## config.mk

```make
export PLATFORM = sky130hd
export DESIGN_NAME = uart_line_handshake_fsm
export DESIGN_NICKNAME = d
export VERILOG_FILES = /design/src/hdl/ulh_pkg.sv /design/src/hdl/uart_line_handshake_fsm.sv
export SDC_FILE = /design/constraint.sdc
export NUM_CORES = 1
export LEC_CHECK = 0
export BUFFER_PORTS_ARGS = -buffer_cell sky130_fd_sc_hd__buf_2
export CORE_UTILIZATION = 55
export CTS_BUF_LIST = sky130_fd_sc_hd__clkbuf_8
export DETAILED_ROUTE_END_ITERATION = 10
export PLACE_DENSITY_LB_ADDON = 0.15
export RECOVER_POWER = 100
export SKIP_LAST_GASP = 1
export SLEW_MARGIN = 30
export SYNTH_ARGS = -nofsm -noshare
export SYNTH_HDL_FRONTEND = slang
export SYNTH_SLANG_ARGS = --single-unit
export TNS_END_PERCENT = 10
```

## constraint.sdc

```tcl
create_clock -name aclk -period 10.9 [get_ports aclk]
set_clock_uncertainty 0.05 [all_clocks]
set_input_delay 0.545 -clock aclk [delete_from_list [all_inputs] [get_ports aclk]]
set_output_delay 0.545 -clock aclk [all_outputs]
set_load 0.02 [all_outputs]
```

## src/hdl/ulh_pkg.sv

```systemverilog
// Package: shared types, codes and keyword tables for the serial-link handshake controller.
package ulh_pkg;

    // Line buffer limit and the saturation point of the line length
    localparam int MAX_LINE = 256;
    localparam int LINE_CAP = (MAX_LINE - 1 > 255) ? 255 : MAX_LINE - 1;

    // Field widths
    localparam int CMD_W     = 2;
    localparam int BYTE_W    = 8;
    localparam int TX_W      = 2;
    localparam int EV_W      = 3;
    localparam int STATE_W   = 2;
    localparam int LEN_W     = 8;
    localparam int IDLE_W    = 20;
    localparam int TIMEOUT_W = 20;
    localparam int ADDR_W    = 3;
    localparam int DATA_W    = 32;

    // Idle counter saturation value
    localparam logic [IDLE_W-1:0] IDLE_MAX = '1;

    // Register reset values
    localparam logic [TIMEOUT_W-1:0] TIMEOUT_RESET  = TIMEOUT_W'(5000);
    localparam logic [BYTE_W-1:0]    LINE_END_RESET = 8'h0A;
    localparam logic [BYTE_W-1:0]    CHAR_CR        = 8'h0D;

    // Register indexes (word address bit 2)
    localparam logic REG_TIMEOUT  = 1'b0;
    localparam logic REG_LINE_END = 1'b1;

    // Command codes
    typedef enum logic [CMD_W-1:0] {
        CMD_BYTE  = 2'd0,
        CMD_TICK  = 2'd1,
        CMD_PING  = 2'd2,
        CMD_RESET = 2'd3
    } cmd_t;

    // Message codes
    typedef enum logic [TX_W-1:0] {
        TX_NONE  = 2'd0,
        TX_READY = 2'd1,
        TX_PING  = 2'd2,
        TX_RESET = 2'd3
    } tx_msg_t;

    // Event codes
    typedef enum logic [EV_W-1:0] {
        EV_NONE      = 3'd0,
        EV_UNMATCHED = 3'd1,
        EV_LINK_OK   = 3'd2,
        EV_PONG      = 3'd3,
        EV_RESP      = 3'd4,
        EV_ECHO      = 3'd5,
        EV_RETRY     = 3'd6,
        EV_REFUSED   = 3'd7
    } event_t;

    // Handshake states
    typedef enum logic [STATE_W-1:0] {
        LS_INIT  = 2'd0,
        LS_HELLO = 2'd1,
        LS_CONN  = 2'd2
    } link_state_t;

    // Keywords: peer prefix then suffix; byte 0 of each entry is the rightmost
    localparam int KW_NUM     = 5;
    localparam int KW_MAX_LEN = 12;
    localparam int KW_POS_W   = 4;
    localparam int KW_READY   = 0;
    localparam int KW_ACK     = 1;
    localparam int KW_PONG    = 2;
    localparam int KW_RESP    = 3;
    localparam int KW_ECHO    = 4;

    localparam logic [KW_MAX_LEN*BYTE_W-1:0] KW_TEXT [KW_NUM] = '{
        96'h00_59_44_41_45_52_5F_32_33_50_53_45,
        96'h00_00_00_4B_43_41_5F_32_33_50_53_45,
        96'h00_00_47_4E_4F_50_5F_32_33_50_53_45,
        96'h00_5F_50_53_45_52_5F_32_33_50_53_45,
        96'h20_3A_4F_48_43_45_5F_32_33_50_53_45
    };

    localparam logic [KW_POS_W-1:0] KW_LEN [KW_NUM] = '{
        4'd11, 4'd9, 4'd10, 4'd11, 4'd12
    };

endpackage

```

## src/hdl/uart_line_handshake_fsm.sv

```systemverilog
// Top level: line assembly, keyword matching and handshake state machine for a serial link.
//
// Usage
// - Input channel (s_valid/s_ready): one word per command: a received byte,
//   a one-millisecond tick, a ping request or a reset request.
// - Result channel (m_valid/m_ready): exactly one result word per command,
//   carrying the message to send, the event, the handshake state and link-up.
// - APB port: timeout_ticks at 0x0, line_end_char at 0x4; write only while idle.
// - The accepted word sits in the input register, is processed in a single
//   pass, then lands in the result register once that register is free.
// - Throughput: one word per cycle while the receiver takes every result;
//   the single pass from the input register to the result register sets that rate.
// - A stalled receiver holds the result register; one further word is still
//   taken into the input register, after which s_ready drops until m_ready.
// - Reset (aresetn low, synchronous) empties both registers, returns the
//   handshake to init, clears the line and idle count, and reloads the
//   configuration defaults (5000 ticks, line feed).
module uart_line_handshake_fsm (
    input  logic                          aclk,
    input  logic                          aresetn,
    // input channel
    input  logic                          s_valid,
    output logic                          s_ready,
    input  logic [ulh_pkg::CMD_W-1:0]     s_cmd,
    input  logic [ulh_pkg::BYTE_W-1:0]    s_rx_byte,
    // result channel
    output logic                          m_valid,
    input  logic                          m_ready,
    output logic [ulh_pkg::TX_W-1:0]      m_tx_msg,
    output logic [ulh_pkg::EV_W-1:0]      m_event_res,
    output logic [ulh_pkg::STATE_W-1:0]   m_link_state,
    output logic                          m_connected,
    // configuration port
    input  logic                          psel,
    input  logic                          penable,
    input  logic                          pwrite,
    input  logic [ulh_pkg::ADDR_W-1:0]    paddr,
    input  logic [ulh_pkg::DATA_W-1:0]    pwdata,
    output logic [ulh_pkg::DATA_W-1:0]    prdata,
    output logic                          pready
);

    // Configuration registers
    logic [ulh_pkg::TIMEOUT_W-1:0] timeout_reg;
    logic [ulh_pkg::BYTE_W-1:0]    line_end_reg;
    logic                          cfg_write;

    // Input register
    logic                          in_valid_reg;
    ulh_pkg::cmd_t                 in_cmd_reg;
    logic [ulh_pkg::BYTE_W-1:0]    in_byte_reg;

    // Handshake state
    ulh_pkg::link_state_t          proto_reg, proto_next;
    logic                          link_up_reg, link_up_next;
    logic [ulh_pkg::LEN_W-1:0]     line_len_reg, line_len_next;
    logic [ulh_pkg::KW_NUM-1:0]    match_reg, match_next;
    logic [ulh_pkg::IDLE_W-1:0]    idle_reg, idle_next;

    // Result register
    logic                          m_valid_reg;
    ulh_pkg::tx_msg_t              tx_reg, tx_next;
    ulh_pkg::event_t               ev_reg, ev_next;
    ulh_pkg::link_state_t          state_out_reg;
    logic                          conn_out_reg;

    // Datapath helpers
    logic                          advance;
    logic                          is_line_end;
    logic                          line_full;
    logic [ulh_pkg::KW_NUM-1:0]    kw_hit;
    logic [ulh_pkg::KW_NUM-1:0]    kw_miss;
    logic [ulh_pkg::IDLE_W-1:0]    idle_inc;
    logic                          timed_out;
    logic [ulh_pkg::KW_POS_W-1:0]  pos;

    // APB access: always ready, decode on word address bit 2
    assign pready    = 1'b1;
    assign cfg_write = psel && penable && pwrite && pready;

    always_comb begin
        if (paddr[2] == ulh_pkg::REG_LINE_END) begin
            prdata = {{(ulh_pkg::DATA_W - ulh_pkg::BYTE_W){1'b0}}, line_end_reg};
        end else begin
            prdata = {{(ulh_pkg::DATA_W - ulh_pkg::TIMEOUT_W){1'b0}}, timeout_reg};
        end
    end

    always_ff @(posedge aclk) begin
        if (!aresetn) begin
            timeout_reg  <= ulh_pkg::TIMEOUT_RESET;
            line_end_reg <= ulh_pkg::LINE_END_RESET;
        end else if (cfg_write) begin
            if (paddr[2] == ulh_pkg::REG_LINE_END) begin
                line_end_reg <= pwdata[ulh_pkg::BYTE_W-1:0];
            end else begin
                timeout_reg <= pwdata[ulh_pkg::TIMEOUT_W-1:0];
            end
        end
    end

    // Handshake: advance the input word once the result register is free
    assign advance = in_valid_reg && (!m_valid_reg || m_ready);
    assign s_ready = !in_valid_reg || advance;

    always_ff @(posedge aclk) begin
        if (!aresetn) begin
            in_valid_reg <= 1'b0;
        end else if (s_ready) begin
            in_valid_reg <= s_valid;
        end
    end

    always_ff @(posedge aclk) begin
        if (s_valid && s_ready) begin
            in_cmd_reg  <= ulh_pkg::cmd_t'(s_cmd);
            in_byte_reg <= s_rx_byte;
        end
    end

    // Line end, capacity and idle saturation
    assign is_line_end = (in_byte_reg == line_end_reg) || (in_byte_reg == ulh_pkg::CHAR_CR);
    assign line_full   = line_len_reg >= ulh_pkg::LEN_W'(ulh_pkg::LINE_CAP);
    assign idle_inc    = (idle_reg == ulh_pkg::IDLE_MAX) ? idle_reg : idle_reg + 1'b1;
    assign timed_out   = (proto_reg != ulh_pkg::LS_CONN) && (idle_inc > timeout_reg);
    assign pos         = line_len_reg[ulh_pkg::KW_POS_W-1:0];

    // Keyword compare at the current position, and full-keyword hits
    always_comb begin
        for (int k = 0; k < ulh_pkg::KW_NUM; k++) begin
            if (line_len_reg < {4'b0, ulh_pkg::KW_LEN[k]}) begin
                kw_miss[k] = in_byte_reg !=
                    ulh_pkg::KW_TEXT[k][pos*ulh_pkg::BYTE_W +: ulh_pkg::BYTE_W];
            end else begin
                kw_miss[k] = 1'b0;
            end
            kw_hit[k] = match_reg[k] && (line_len_reg >= {4'b0, ulh_pkg::KW_LEN[k]});
        end
    end

    // Next state
    always_comb begin
        proto_next    = proto_reg;
        link_up_next  = link_up_reg;
        line_len_next = line_len_reg;
        match_next    = match_reg;
        idle_next     = idle_reg;
        unique case (in_cmd_reg)
            ulh_pkg::CMD_BYTE: begin
                if (is_line_end) begin
                    line_len_next = '0;
                    match_next    = '1;
                    idle_next     = '0;
                    unique case (proto_reg)
                        ulh_pkg::LS_INIT: begin
                            if (kw_hit[ulh_pkg::KW_READY]) proto_next = ulh_pkg::LS_HELLO;
                        end
                        ulh_pkg::LS_HELLO: begin
                            if (kw_hit[ulh_pkg::KW_ACK]) begin
                                proto_next   = ulh_pkg::LS_CONN;
                                link_up_next = 1'b1;
                            end
                        end
                        ulh_pkg::LS_CONN: begin
                        end
                        default: begin
                            proto_next   = ulh_pkg::LS_INIT;
                            link_up_next = 1'b0;
                        end
                    endcase
                end else if (!line_full) begin
                    match_next    = match_reg & ~kw_miss;
                    line_len_next = line_len_reg + 1'b1;
                end
            end
            ulh_pkg::CMD_TICK: begin
                idle_next = idle_inc;
                if (timed_out || proto_reg == ulh_pkg::LS_INIT) begin
                    proto_next = ulh_pkg::LS_HELLO;
                    idle_next  = '0;
                end
            end
            ulh_pkg::CMD_PING: begin
            end
            ulh_pkg::CMD_RESET: begin
                proto_next    = ulh_pkg::LS_INIT;
                link_up_next  = 1'b0;
                line_len_next = '0;
                match_next    = '1;
                idle_next     = '0;
            end
            default: begin
            end
        endcase
    end

    // Result codes
    always_comb begin
        tx_next = ulh_pkg::TX_NONE;
        ev_next = ulh_pkg::EV_NONE;
        unique case (in_cmd_reg)
            ulh_pkg::CMD_BYTE: begin
                if (is_line_end) begin
                    ev_next = ulh_pkg::EV_UNMATCHED;
                    unique case (proto_reg)
                        ulh_pkg::LS_INIT: begin
                            if (kw_hit[ulh_pkg::KW_READY]) begin
                                tx_next = ulh_pkg::TX_READY;
                                ev_next = ulh_pkg::EV_NONE;
                            end
                        end
                        ulh_pkg::LS_HELLO: begin
                            priority if (kw_hit[ulh_pkg::KW_ACK]) begin
                                ev_next = ulh_pkg::EV_LINK_OK;
                            end else if (kw_hit[ulh_pkg::KW_READY]) begin
                                tx_next = ulh_pkg::TX_READY;
                                ev_next = ulh_pkg::EV_NONE;
                            end
                        end
                        ulh_pkg::LS_CONN: begin
                            priority if (kw_hit[ulh_pkg::KW_PONG]) begin
                                ev_next = ulh_pkg::EV_PONG;
                            end else if (kw_hit[ulh_pkg::KW_RESP]) begin
                                ev_next = ulh_pkg::EV_RESP;
                            end else if (kw_hit[ulh_pkg::KW_ECHO]) begin
                                ev_next = ulh_pkg::EV_ECHO;
                            end
                        end
                        default: begin
                        end
                    endcase
                end
            end
            ulh_pkg::CMD_TICK: begin
                priority if (timed_out) begin
                    tx_next = ulh_pkg::TX_READY;
                    ev_next = ulh_pkg::EV_RETRY;
                end else if (proto_reg == ulh_pkg::LS_INIT) begin
                    tx_next = ulh_pkg::TX_READY;
                end
            end
            ulh_pkg::CMD_PING: begin
                if (link_up_reg) begin
                    tx_next = ulh_pkg::TX_PING;
                end else begin
                    ev_next = ulh_pkg::EV_REFUSED;
                end
            end
            ulh_pkg::CMD_RESET: begin
                tx_next = ulh_pkg::TX_RESET;
            end
            default: begin
            end
        endcase
    end

    // State registers: update once per processed word
    always_ff @(posedge aclk) begin
        if (!aresetn) begin
            proto_reg    <= ulh_pkg::LS_INIT;
            link_up_reg  <= 1'b0;
            line_len_reg <= '0;
            match_reg    <= '1;
            idle_reg     <= '0;
        end else if (advance) begin
            proto_reg    <= proto_next;
            link_up_reg  <= link_up_next;
            line_len_reg <= line_len_next;
            match_reg    <= match_next;
            idle_reg     <= idle_next;
        end
    end

    // Result register: load on advance, drop once taken
    always_ff @(posedge aclk) begin
        if (!aresetn) begin
            m_valid_reg <= 1'b0;
        end else if (advance) begin
            m_valid_reg <= 1'b1;
        end else if (m_ready) begin
            m_valid_reg <= 1'b0;
        end
    end

    always_ff @(posedge aclk) begin
        if (advance) begin
            tx_reg        <= tx_next;
            ev_reg        <= ev_next;
            state_out_reg <= proto_next;
            conn_out_reg  <= link_up_next;
        end
    end

    assign m_valid      = m_valid_reg;
    assign m_tx_msg     = tx_reg;
    assign m_event_res  = ev_reg;
    assign m_link_state = state_out_reg;
    assign m_connected  = conn_out_reg;

    // Link-up flag tracks the connected state
    a_link_up_conn: assert property (@(posedge aclk) disable iff (!aresetn)
        link_up_reg == (proto_reg == ulh_pkg::LS_CONN))
        else $error("link-up flag disagrees with handshake state");

    // An empty line keeps every keyword candidate
    a_empty_line_match: assert property (@(posedge aclk) disable iff (!aresetn)
        (line_len_reg == '0) |-> (match_reg == '1))
        else $error("match bits not all set on an empty line");

    // A READY sent on a tick restarts the idle count
    a_tick_clears_idle: assert property (@(posedge aclk) disable iff (!aresetn)
        (advance && in_cmd_reg == ulh_pkg::CMD_TICK && tx_next == ulh_pkg::TX_READY)
        |=> (idle_reg == '0))
        else $error("idle count not cleared after a tick retry");

    // The connected state never retries the handshake
    a_no_retry_conn: assert property (@(posedge aclk) disable iff (!aresetn)
        (advance && proto_reg == ulh_pkg::LS_CONN) |-> (ev_next != ulh_pkg::EV_RETRY))
        else $error("timeout retry raised while connected");

endmodule
```

==> results of run 1 <==
## worst min-delay path by stage
| stage | to | slack, ns |
|---|---|---|
| 4_1_cts | in_byte_reg[2] | 0.27 |
| 3_3_place_gp | timeout_reg[19] | 0.40 |
| 2_1_floorplan | timeout_reg[10] | 0.39 |
| 5_1_grt | in_byte_reg[6] | 0.27 |
| 6_report | in_byte_reg[2] | 0.28 |
| 3_5_place_dp | timeout_reg[14] | 0.41 |
## stage by stage
stage | utilization (%) | hold slack, ns | instances | instance area [um^2]
after floorplan | - | 0.393 | 690 | 5600
after global placement | 59.9 | 0.403 | 847 | 5860
after detailed placement | 59.9 | 0.408 | 847 | 5860
after CTS | 61.6 | 0.271 | 863 | 6030
after global routing | 61.0 | 0.266 | 863 | 5960
final | 61.0 | 0.283 | 863 | 5960
## metal layers
metal	part of all wire [%]	up-vias	global-route usage, %	wire length [um]
met5	0	-	0	0
met4	2.3	0	9.78	306
met3	5.9	22	7.12	786
met2	48	152	45.0	6420
met1	44	2276	32.7	5790
li1	-	2451	-	-
## area by class of cell
class                      instances  area [um^2]  share of cell area, %
timing repair buffer              70          315                   5.29
clock buffer                       9          124                   2.08
clock inverter                     7         43.8                  0.735
multi-input combinational        524         3310                   55.6
sequential                        84         1860                   31.3
tap                              133          166                   2.79
inverter                          36          135                   2.27
## cell families after synthesis
| group | Yosys count |
|---|---|
| buffers and inverters | 82 |
| xor gates and xnor gates | 51 |
| AOI/OAI and AO/OA | 171 |
| other | 2 |
| adders and majority gates | 34 |
| and+or+nand+nor | 250 |
| muxes | 5 |
| DFF | 84 |
## worst reg2reg max path: stages (launching register included)
cell      delay [ns]
dfxtp_1         0.46
ha_1            0.27
nand4_1         0.26
nor4_1          0.74
nand2_1         0.37
nand4_1         0.21
xnor2_1         0.11
ha_1            0.31
nand4_1         0.12
nor4_1          0.37
a22oi_1         0.13
and4b_1         0.28
a22oi_1         0.37
nor2_1          0.09
clkbuf_1        0.39
a221o_1         0.42
## Yosys cell counts, drive strengths merged, types with 4 or more instances
cell      n
a21o      6
edfxtp   18
ha       34
nand4    16
nor4      5
nor2     48
or2       4
a21boi   22
inv      36
o22ai     6
buf      30
and2      4
nand3    24
o21a      5
and3      6
xor2     15
a22oi     5
clkbuf   16
o21ai    36
a211oi    6
dfxtp    66
nand2   106
a22o     19
a21oi    34
nor2b     9
xnor2    36
o211ai    9
nor3     12
nand2b    8
## power groups by stage
stage / Combinational [W] / Sequential [W] / Clock (W)
detailed placement: 0.0000745 / 0.000342 / 0
CTS: 0.0000748 / 0.000335 / 0.000204
global route: 0.0000819 / 0.000336 / 0.000216
global placement: 0.0000733 / 0.000342 / 0
floorplan: 0.0000593 / 0.000339 / 0
finish: 0.0000738 / 0.000335 / 0.000197
==> run summary, run 1 <==
Buffers on Ports: 67
Cts bufs inserted: 9
Prevailing post-synth register cell: dfxtp_1
Layout cells sized above 1: 8.90%
Net switching power of the design: 0.000171 W
Time the worst path needs with I/O delays and setup: 5.06 ns
Detailed router's first-iteration violation count: 193
Mux share of post-synthesis cell area: 0.946%
Average footprint of a synthesized cell: 8.18 um^2
Flop pwr share: 55.3%
Die X-Extent: 103 um
Adder and majority gate portion of the synthesized area: 7.66%
Layout Nets: 811
Data arrival time of the critical path: 5.27 ns
Top cell type by total area after synthesis: dfxtp_1
Clock buffer depth: 2
PostCTS Resize Cnt: 0
Max-cap viol count: 1
FF-to-FF End: idle_reg[5]
Worst slew slack as a fraction of its limit: -10.2%
Clock-pin slew of the registers on the worst-case setup and hold paths: 0.09 ns
R2r worst-path depth: 15
Leakage power figure: 2.31 nW
Cells taking the most area after synthesis: dfxtp_1 (24%), edfxtp_1 (9.7%), ha_1 (7.7%)
Core Region: 0.00977 mm^2
Internal power: 0.000435 W
Count of unique library cells instantiated by Yosys: 65
Diodes inserted: 0
Post-synthesis compound-gate area fraction: 21.4%
Count of clock tree sinks: 84
Minimum setup slack after placement: 6.48 ns
Cell area after synthesis: 0.00556 mm^2
Min setup slack post-route: 5.84 ns
Post-detailed-route via-to-cell ratio: 5.68
Initial DRT Pass Iterations: 5
Effective utilization at floorplan: 56.8%
Total number of vias: 4901
H-tree lvl count: 3
Count of final hold-check violations: 0
Setup_tns: 0 ns
Worst-case register-to-register setup slack: 5.84 ns
Total power: 0.000606 W
Worst Setup Path Type: flip-flop to flip-flop
Data required time of the critical path: 11.11 ns
Initial antenna violation count: 0
Clock share of power: 32.5%
Count of boundary I/O pins: 95
Final routed wire length divided by cell count: 15.4 um
Final critical-path share of the clock period: 46.4%
Antenna violation net count after detailed routing: 0
Status: finished with violations
Gp weighted congestion: 0.893
Hold-fix buffers at CTS: 0
Share of the synthesized area in the top cell type: 23.8%
Delay contributed by the slowest stage of the critical path: 0.74 ns
Simple-gate share of the synthesized area: 21.1%
Number of warnings issued by yosys: 0
Slew Limit Fails: 39
Cell row count: 36
Critical-path top delay cell: nor4_1
Xor/xnor cell area share of the yosys netlist: 8.04%
Post-detailed-route DRC marker count: 0
Clk root buf: clkbuf_8
Final global-route overflow total: 0
Number of register bits inferred by synthesis: 84
Crit. path cell count: 15
R2R Path Start: idle_reg[0]
GR Util All Layers: 26.7%
Commonest non-fill, non-tap cell in the layout: nand2_1
DIE AREA: 0.0105 mm^2
Cells along the critical path: ha_1 -> nand4_1 -> nor4_1 -> nand2_1 -> nand4_1 -> xnor2_1 -> ha_1 -> nand4_1 -> nor4_1 -> a22oi_1 -> and4b_1 -> a22oi_1 -> nor2_1 -> clkbuf_1 -> a221o_1
Largest net degree at the start of global routing: 39
Worst hold path stage count: 1
Layout fillers: 914
Startpoint of the lowest-slack hold path: s_rx_byte[2]
TritonCTS clock tree: built
Type of destination of the critical path: flip-flop
Final setup violating endpoints: 0
Type of element launching the critical path: flip-flop
Peak supply drop: 0.0878 mV
Fraction of power spent switching nets: 28.3%
Synth async-reset ratio: 0%
Worst Setup EP: idle_reg[5]
Comb power frac: 12.2%
PwrDens: 102 mW/mm^2
Global-route wire length before repair: 21.6 mm
Worst min path class: input port to flip-flop
Largest family of logic cells by synthesized area: compound AO/OA/AOI/OAI gates
Worst-margin pin slew: 1.65 ns
Final Routed Wirelength: 13.3 mm
Crit-path most repeated cell: nand4_1
Maximum clock rate: 0.198 GHz
Highest-count cells in the layout ignoring fill and taps: nand2_1 (106), dfxtp_1 (65), nor2_1 (48)
Buffer count from post-CTS setup fixing: 0
DIE HEIGHT: 103 um
Critical path buffer and inverter count: 1
Setup repair after global routing missed its margin: false
Clock latency of the later-clocked register in the worst-skew pair: 0.38 ns
Failing checks: capacitance limit, slew limit
Start point of the critical path: idle_reg[0]
Crit Path Max Fanout: 20
Count of flip-flops with a built-in enable after synthesis: 18
Sequential-to-total area share from yosys stat: 33.5%
Crit-path leading delay family: simple AND/OR/NAND/NOR gates
Area grow syn2layout: 7.25%
Hpwl dp: 9.94 mm
Count of mapped cells out of synthesis: 679
Vias in the first global route: 4506
Note: power is estimated with default switching activity, not from simulation.
==> inputs of run 2 (changes only) <==
--- a/config.mk
+++ b/config.mk
@@ -5,8 +5,9 @@
 export SDC_FILE = /design/constraint.sdc
 export NUM_CORES = 1
 export LEC_CHECK = 0
+export ABC_AREA = 1
 export BUFFER_PORTS_ARGS = -buffer_cell sky130_fd_sc_hd__buf_2
-export CORE_UTILIZATION = 55
+export CORE_UTILIZATION = 53
 export CTS_BUF_LIST = sky130_fd_sc_hd__clkbuf_8
 export DETAILED_ROUTE_END_ITERATION = 10
 export PLACE_DENSITY_LB_ADDON = 0.15
==> constraint.sdc (replaced) <==
create_clock -name aclk -period 4.3 [get_ports aclk]
set_clock_uncertainty 0.05 [all_clocks]
set_input_delay 0.215 -clock aclk [delete_from_list [all_inputs] [get_ports aclk]]
set_output_delay 0.215 -clock aclk [all_outputs]
set_load 0.02 [all_outputs]
==> run 2 against run 1 <==
Against the previous run:
- first-iteration DRC count grew 70%
- core utilization down 0.80 points
- clock power increased to 2.6 times the previous value
- critical path type unchanged
- worst hold slack worse by 0.26 ns
- synthesized cell count grew 24%
- die area grew 6.7%
- sequential power grew to 2.6 times the previous value
- critical endpoint is now idle_reg[15]
- maximum frequency is 33% higher
- cell count grew 21%
- synthesized area increased by 2.9%
- the run now ends clean
- largest cell class unchanged
- design area up 5.2%
==> run summary, run 2 <==
Status: finished, final reports clean
Worst slew slack as a fraction of its limit: 15.7% (+26 points)
Worst min path class: input port to flip-flop
Most instantiated library cell after synthesis: nand2_1
PwrDens: 261 mW/mm^2 (+160%)
Clock buffer depth: 2 (unchanged)
Clk root buf: clkbuf_8
Type of element launching the critical path: flip-flop
Placed Instances: 1017 (+20%)
Cell row count: 37 (+2.8%)
Time the worst path needs with I/O delays and setup: 3.80 ns (-1.26 ns)
Layout Nets: 989 (+22%)
Final routed wire length divided by cell count: 13.5 um (-13%)
Buffers on Ports: 67 (unchanged)
Antenna violation net count after detailed routing: 0 (unchanged)
Largest net degree at the start of global routing: 30 (-23%)
Synth async-reset ratio: 0% (unchanged)
Number of register bits inferred by synthesis: 84 (unchanged)
DIE AREA: 0.0112 mm^2 (+6.7%)
Setup repair after global routing missed its margin: false
Data required time of the critical path: 4.50 ns (-6.61 ns)
Effective utilization at floorplan: 54.9% (-1.9 points)
Layout fillers: 1013 (+11%)
Initial DRT Pass Iterations: 5 (unchanged)
Cell area after synthesis: 0.00572 mm^2 (+2.9%)
Layout cells sized above 1: 7.49% (-1.4 points)
Diodes inserted: 0 (unchanged)
Number of non-filler instances in the completed layout: 1044 (+21%)
Instance area at placement: 0.00605 mm^2 (+3.3%)
Total number of vias: 5518 (+13%)
Top cell type by total area after synthesis: dfxtp_1
Max-cap viol count: 0 (-1)
Setup_tns: 0 ns (unchanged)
Total power: 0.00163 W (+170%)
Sequential-to-total area share from yosys stat: 32.5% (-0.96 points)
Area grow syn2layout: 9.56%
Count of unique library cells instantiated by Yosys: 43 (-34%)
Count of clock tree sinks: 84 (unchanged)
Clock-pin slew of the registers on the worst-case setup and hold paths: 0.09 ns (about the same)
Buffer count from post-CTS setup fixing: 0 (unchanged)
Initial antenna violation count: 0 (unchanged)
Core Region: 0.0104 mm^2 (+6.6%)
Worst Setup Path Type: flip-flop to flip-flop
Clock latency of the later-clocked register in the worst-skew pair: 0.36 ns (-0.02 ns)
Slew Limit Fails: 0 (-100%)
Hold-fix buffers at CTS: 10 (+10)
Cells taking the most area after synthesis: dfxtp_1 (23%), nand2_1 (14%), edfxtp_1 (9.4%)
Commonest non-fill, non-tap cell in the layout: nand2_1
Average footprint of a synthesized cell: 6.80 um^2 (-17%)
Hpwl dp: 10.5 mm (+5.6%)
Highest-count cells in the layout ignoring fill and taps: nand2_1 (213), inv_1 (107), nor2_1 (79)
Cell types with the highest counts after synthesis: nand2_1 (212), inv_1 (106), nor2_1 (78)
Final setup violating endpoints: 0 (unchanged)
Final critical-path share of the clock period: 88.3% (+42 points)
Data arrival time of the critical path: 4.00 ns (-1.27 ns)
Global-route wire length before repair: 23.3 mm (+8.2%)
Count of mapped cells out of synthesis: 841 (+24%)
Final instance area: 0.00627 mm^2 (+5.2%)
Prevailing post-synth register cell: dfxtp_1
Worst-margin pin slew: 1.26 ns (-0.389 ns)
Number of warnings issued by yosys: 0 (unchanged)
Type of destination of the critical path: flip-flop
Final global-route overflow total: 0 (unchanged)
Final Routed Wirelength: 14.1 mm (+5.7%)
GR Util All Layers: 25.9% (-0.79 points)
Gp weighted congestion: 0.901 (+0.86%)
Count of flip-flops with a built-in enable after synthesis: 18 (unchanged)
PostCTS Resize Cnt: 0 (unchanged)
Cts bufs inserted: 9 (unchanged)
Leakage power figure: 2.96 nW (+28%)
H-tree lvl count: 3 (unchanged)
Vias in the first global route: 5053 (+12%)
TritonCTS clock tree: built
Die X-Extent: 106 um (+3.3%)
Detailed router's first-iteration violation count: 329 (+70%)
Count of final hold-check violations: 0 (unchanged)
Crit Path Max Fanout: 20 (unchanged)
Post-detailed-route via-to-cell ratio: 5.29 (-6.9%)
Peak supply drop: 0.193 mV (+120%)
DIE HEIGHT: 106 um (+3.3%)
Count of boundary I/O pins: 95 (unchanged)
Maximum clock rate: 0.263 GHz (+33%)
Share of the synthesized area in the top cell type: 23.1% (-0.68 points)
Post-detailed-route DRC marker count: 0 (unchanged)
run 2: changes by cell type after synthesis, sizes merged, moves of 19 or more:
| cell | before | now |
|---|---|---|
| nand2 | 106 | 216 |
| inv | 36 | 110 |
| nand3 | 24 | 60 |
| a21oi | 34 | 68 |
| nor2 | 48 | 81 |
| o21ai | 36 | 61 |
| xnor2 | 36 | 11 |
| a21boi | 22 | 0 |
| a22o | 19 | 0 |
run 2: kinds of logic (layout without fill, tap and decap cells):
family,Yosys count,after routing,synth area share (%)
AO/OA/AOI/OAI,142,142,13.5
adder cells (fa/ha/maj),34,34,7.44
buffers and inverters,149,205,11.2
XOR/XNOR,38,38,5.82
AND/OR/NAND/NOR,392,392,29.5
other,2,13,0.131
flip-flops,84,84,32.5
run 2: layer usage:
layer  vias up  track usage [%]  wire (um)
li1       2814                -          -
met1      2504             36.2       6980
met2       186             41.4       6160
met3        14             4.05        764
met4         0             7.44        161
met5         -                0          0
run 2: layout make-up:
type	instances	area, um^2	share of cell area, %
tap	136	170	2.72
clock inverter	7	45.0	0.719
clock buffer	9	124	1.98
multi-input combinational	619	3240	51.7
timing repair buffer	79	414	6.61
inverter	110	413	6.59
sequential	84	1860	29.7
run 2: worst paths after layout:
path | from | to | slack, ns | cells past startpoint
max reg2reg | idle_reg[1] | idle_reg[15] | 0.50 | 19
min | pwdata[8] | timeout_reg[8] | 0.02 | 3
max | idle_reg[1] | idle_reg[15] | 0.50 | 19
min reg2reg | match_reg[0] | match_reg[0] | 0.40 | 2
run 2: where the power goes:
group          switching (W)  internal, W
sequential         0.0000234     0.000833
clock               0.000301     0.000209
combinational       0.000181    0.0000883
run 2: critical path, cell delays in order, from the launching register on:
cell and delay, ns:
dfxtp_1 0.40, ha_1 0.19, nand2_1 0.10, nor2_4 0.14
nand4_1 0.15, nor2_1 0.26, nand2_1 0.45, o21ai_0 0.35
inv_1 0.09, ha_1 0.30, a21oi_1 0.14, o21ai_0 0.09
nand2_1 0.07, nand3_1 0.09, nand3_1 0.11, nand2_1 0.07
inv_1 0.05, buf_4 0.25, nand3_1 0.11, a21oi_1 0.20
run 2: through the flow:
stage	util, %	setup slack, ns	hold WS [ns]
floorplan	-	1.57	0.264
global placement	58.1	0.840	0.342
detailed placement	58.1	0.678	0.343
CTS	60.7	0.658	0.00478
global route	60.2	0.137	0.0366
finish	60.2	0.504	0.0221
==> inputs of run 3 (changes only) <==
--- a/config.mk
+++ b/config.mk
@@ -7,6 +7,7 @@
 export LEC_CHECK = 0
 export ABC_AREA = 1
 export BUFFER_PORTS_ARGS = -buffer_cell sky130_fd_sc_hd__buf_2
+export CAP_MARGIN = 10
 export CORE_UTILIZATION = 53
 export CTS_BUF_LIST = sky130_fd_sc_hd__clkbuf_8
 export DETAILED_ROUTE_END_ITERATION = 10
==> constraint.sdc (replaced) <==
create_clock -name aclk -period 4.3 [get_ports aclk]
set_clock_uncertainty 0.05 [all_clocks]
set_input_delay 1.075 -clock aclk [delete_from_list [all_inputs] [get_ports aclk]]
set_output_delay 1.075 -clock aclk [all_outputs]
set_load 0.02 [all_outputs]
==> run 3 against run 2 <==
Against the previous run:
- register-to-register slack improved by 0.11 ns
- design area decreased by 1.3%
- via count decreased by 0.49%
- routed wire length increased by 1.0%
- worst setup slack improved by 0.094 ns
- critical path depth decreased by 16
- global-route usage increased by 0.53 points
- critical path type is now input port to output port
- largest power group unchanged
- highest routed layer unchanged
==> run summary, run 3 (same netlist as run 2, synthesis figures left out) <==
Post-route core utilization: 59.4% (-0.80 points)
Crit Path Max Fanout: 29 (+45%)
Clock share of power: 33.8% (+2.6 points)
Net switching power of the design: 0.000506 W (+0.35%)
Hold-fix buffers at CTS: 0 (-10)
Type of element launching the critical path: input port
Peak supply drop: 0.197 mV (+1.9%)
Total number of vias: 5491 (-0.49%)
Effective utilization at floorplan: 54.9% (unchanged)
Initial antenna violation count: 0 (unchanged)
Min setup slack post-route: 0.598 ns (+0.0937 ns)
Gp weighted congestion: 0.946 (+5.1%)
Core Region: 0.0104 mm^2 (unchanged)
DIE AREA: 0.0112 mm^2 (unchanged)
Detailed router's first-iteration violation count: 350 (+6.4%)
Internal power: 0.00118 W (+4.5%)
Cell row count: 37 (unchanged)
Critical-path top delay cell: clkbuf_1
Data required time of the critical path: 3.17 ns (-1.33 ns)
Final critical-path share of the clock period: 86.1% (-2.2 points)
Worst Setup Path Type: input port to output port
Final routed wire length divided by cell count: 13.7 um (+2.0%)
Cells along the critical path: clkbuf_1 -> o21ai_0 -> clkbuf_1
Setup repair after global routing missed its margin: false
Final Routed Wirelength: 14.2 mm (+1.0%)
Crit-path most repeated cell: clkbuf_1
Count of final hold-check violations: 0 (unchanged)
GR Util All Layers: 26.4% (+0.53 points)
Slew Limit Fails: 0 (unchanged)
Diodes inserted: 0 (unchanged)
Leakage power figure: 2.92 nW (-1.3%)
Time the worst path needs with I/O delays and setup: 3.70 ns (-0.0937 ns)
Status: finished, final reports clean
DIE HEIGHT: 106 um (unchanged)
Max-cap viol count: 0 (unchanged)
Layout fillers: 1026 (+1.3%)
PostCTS Resize Cnt: 0 (unchanged)
Multi-input combinational cell area: 0.00324 mm^2 (unchanged)
Setup_tns: 0 ns (unchanged)
Register area: 0.00186 mm^2 (unchanged)
Clock-pin slew of the registers on the worst-case setup and hold paths: 0.08 ns (about the same)
Minimum setup slack after placement: 0.751 ns (+0.0733 ns)
Flop pwr share: 50.7% (-1.7 points)
Largest net degree at the start of global routing: 30 (unchanged)
Die X-Extent: 106 um (unchanged)
TritonCTS clock tree: built
PwrDens: 273 mW/mm^2 (+4.6%)
Commonest non-fill, non-tap cell in the layout: nand2_1
Fraction of power spent switching nets: 30.0% (-0.85 points)
Hpwl dp: 10.8 mm (+2.5%)
Post-detailed-route DRC marker count: 0 (unchanged)
Worst min path class: flip-flop to flip-flop
Count of clock tree sinks: 84 (unchanged)
Count of boundary I/O pins: 95 (unchanged)
Worst-margin pin slew: 1.33 ns (+0.0652 ns)
Area grow syn2layout: 8.09%
Initial DRT Pass Iterations: 5 (unchanged)
Comb power frac: 15.5% (-0.9 points)
Final global-route overflow total: 0 (unchanged)
Clock latency of the later-clocked register in the worst-skew pair: 0.37 ns (about the same)
Cts bufs inserted: 9 (unchanged)
Final setup violating endpoints: 0 (unchanged)
Global-route wire length before repair: 23.5 mm (+0.92%)
Buffer count from post-CTS setup fixing: 0 (unchanged)
Worst-case register-to-register setup slack: 0.61 ns (+0.11 ns)
Clock buffer depth: 2 (unchanged)
Total power: 0.00169 W (+3.2%)
Buffers on Ports: 67 (unchanged)
Antenna violation net count after detailed routing: 0 (unchanged)
H-tree lvl count: 3 (unchanged)
Vias in the first global route: 5062 (+0.18%)
Post-detailed-route via-to-cell ratio: 5.31 (+0.47%)
Clk root buf: clkbuf_8
Layout Nets: 979 (-1.0%)
Layout cells sized above 1: 7.46% (-0.028 points)
Highest-count cells in the layout ignoring fill and taps: nand2_1 (213), inv_1 (108), nor2_1 (79)
Maximum clock rate: 0.270 GHz (+2.5%)
Delay contributed by the slowest stage of the critical path: 0.90 ns (+0.45 ns)
Data arrival time of the critical path: 2.58 ns (-1.42 ns)
Worst slew slack as a fraction of its limit: 11.4% (-4.3 points)
Fin Hold WS: 0.398 ns (+0.376 ns)
Type of destination of the critical path: output port
-- run 3: path summary, 6_finish.rpt --
check / depth (start not counted) / end / startpoint
setup reg to reg: 19 / idle_reg[2] / idle_reg[0]
hold / removal: 2 / match_reg[0] / match_reg[0]
setup / recovery: 3 / prdata[2] / paddr[2]
hold reg to reg: 2 / match_reg[0] / match_reg[0]
-- run 3: metrics by stage --
step	cells	instance area, um^2
2_1_floorplan	852	5760
3_3_place_gp	1018	6060
3_5_place_dp	1018	6060
4_1_cts	1034	6250
5_1_grt	1034	6180
6_report	1034	6180
-- run 3: power by group through the flow --
| stage | logic, W | clock network, W | registers, W |
|---|---|---|---|
| floorplan | 0.000197 | 0 | 0.000872 |
| global placement | 0.000258 | 0 | 0.000873 |
| detailed placement | 0.000263 | 0 | 0.000874 |
| CTS | 0.000264 | 0.000581 | 0.000855 |
| global route | 0.000294 | 0.000616 | 0.000859 |
| finish | 0.000262 | 0.000570 | 0.000856 |
-- run 3: metal layers --
layer | up-vias | track usage, % | wire (um)
met5 | - | 0 | 0
met4 | 0 | 8.93 | 214
met3 | 18 | 3.99 | 829
met2 | 183 | 41.6 | 6340
met1 | 2500 | 36.9 | 6810
li1 | 2790 | - | -
-- run 3: cell type report --
cell class / instances / area share [%]
Clock inverter: 7 / 1.11
Sequential cell: 84 / 30.1
Timing Repair Buffer: 69 / 4.96
Multi-Input combinational cell: 619 / 52.4
Tap cell: 136 / 2.75
Clock buffer: 9 / 2.00
Inverter: 110 / 6.68
-- run 3: worst max-delay path, delay by kind of cell --
family	cells	cell delay, ns
AO/OA/AOI/OAI	1	0.35
buffers and inverters	2	1.15
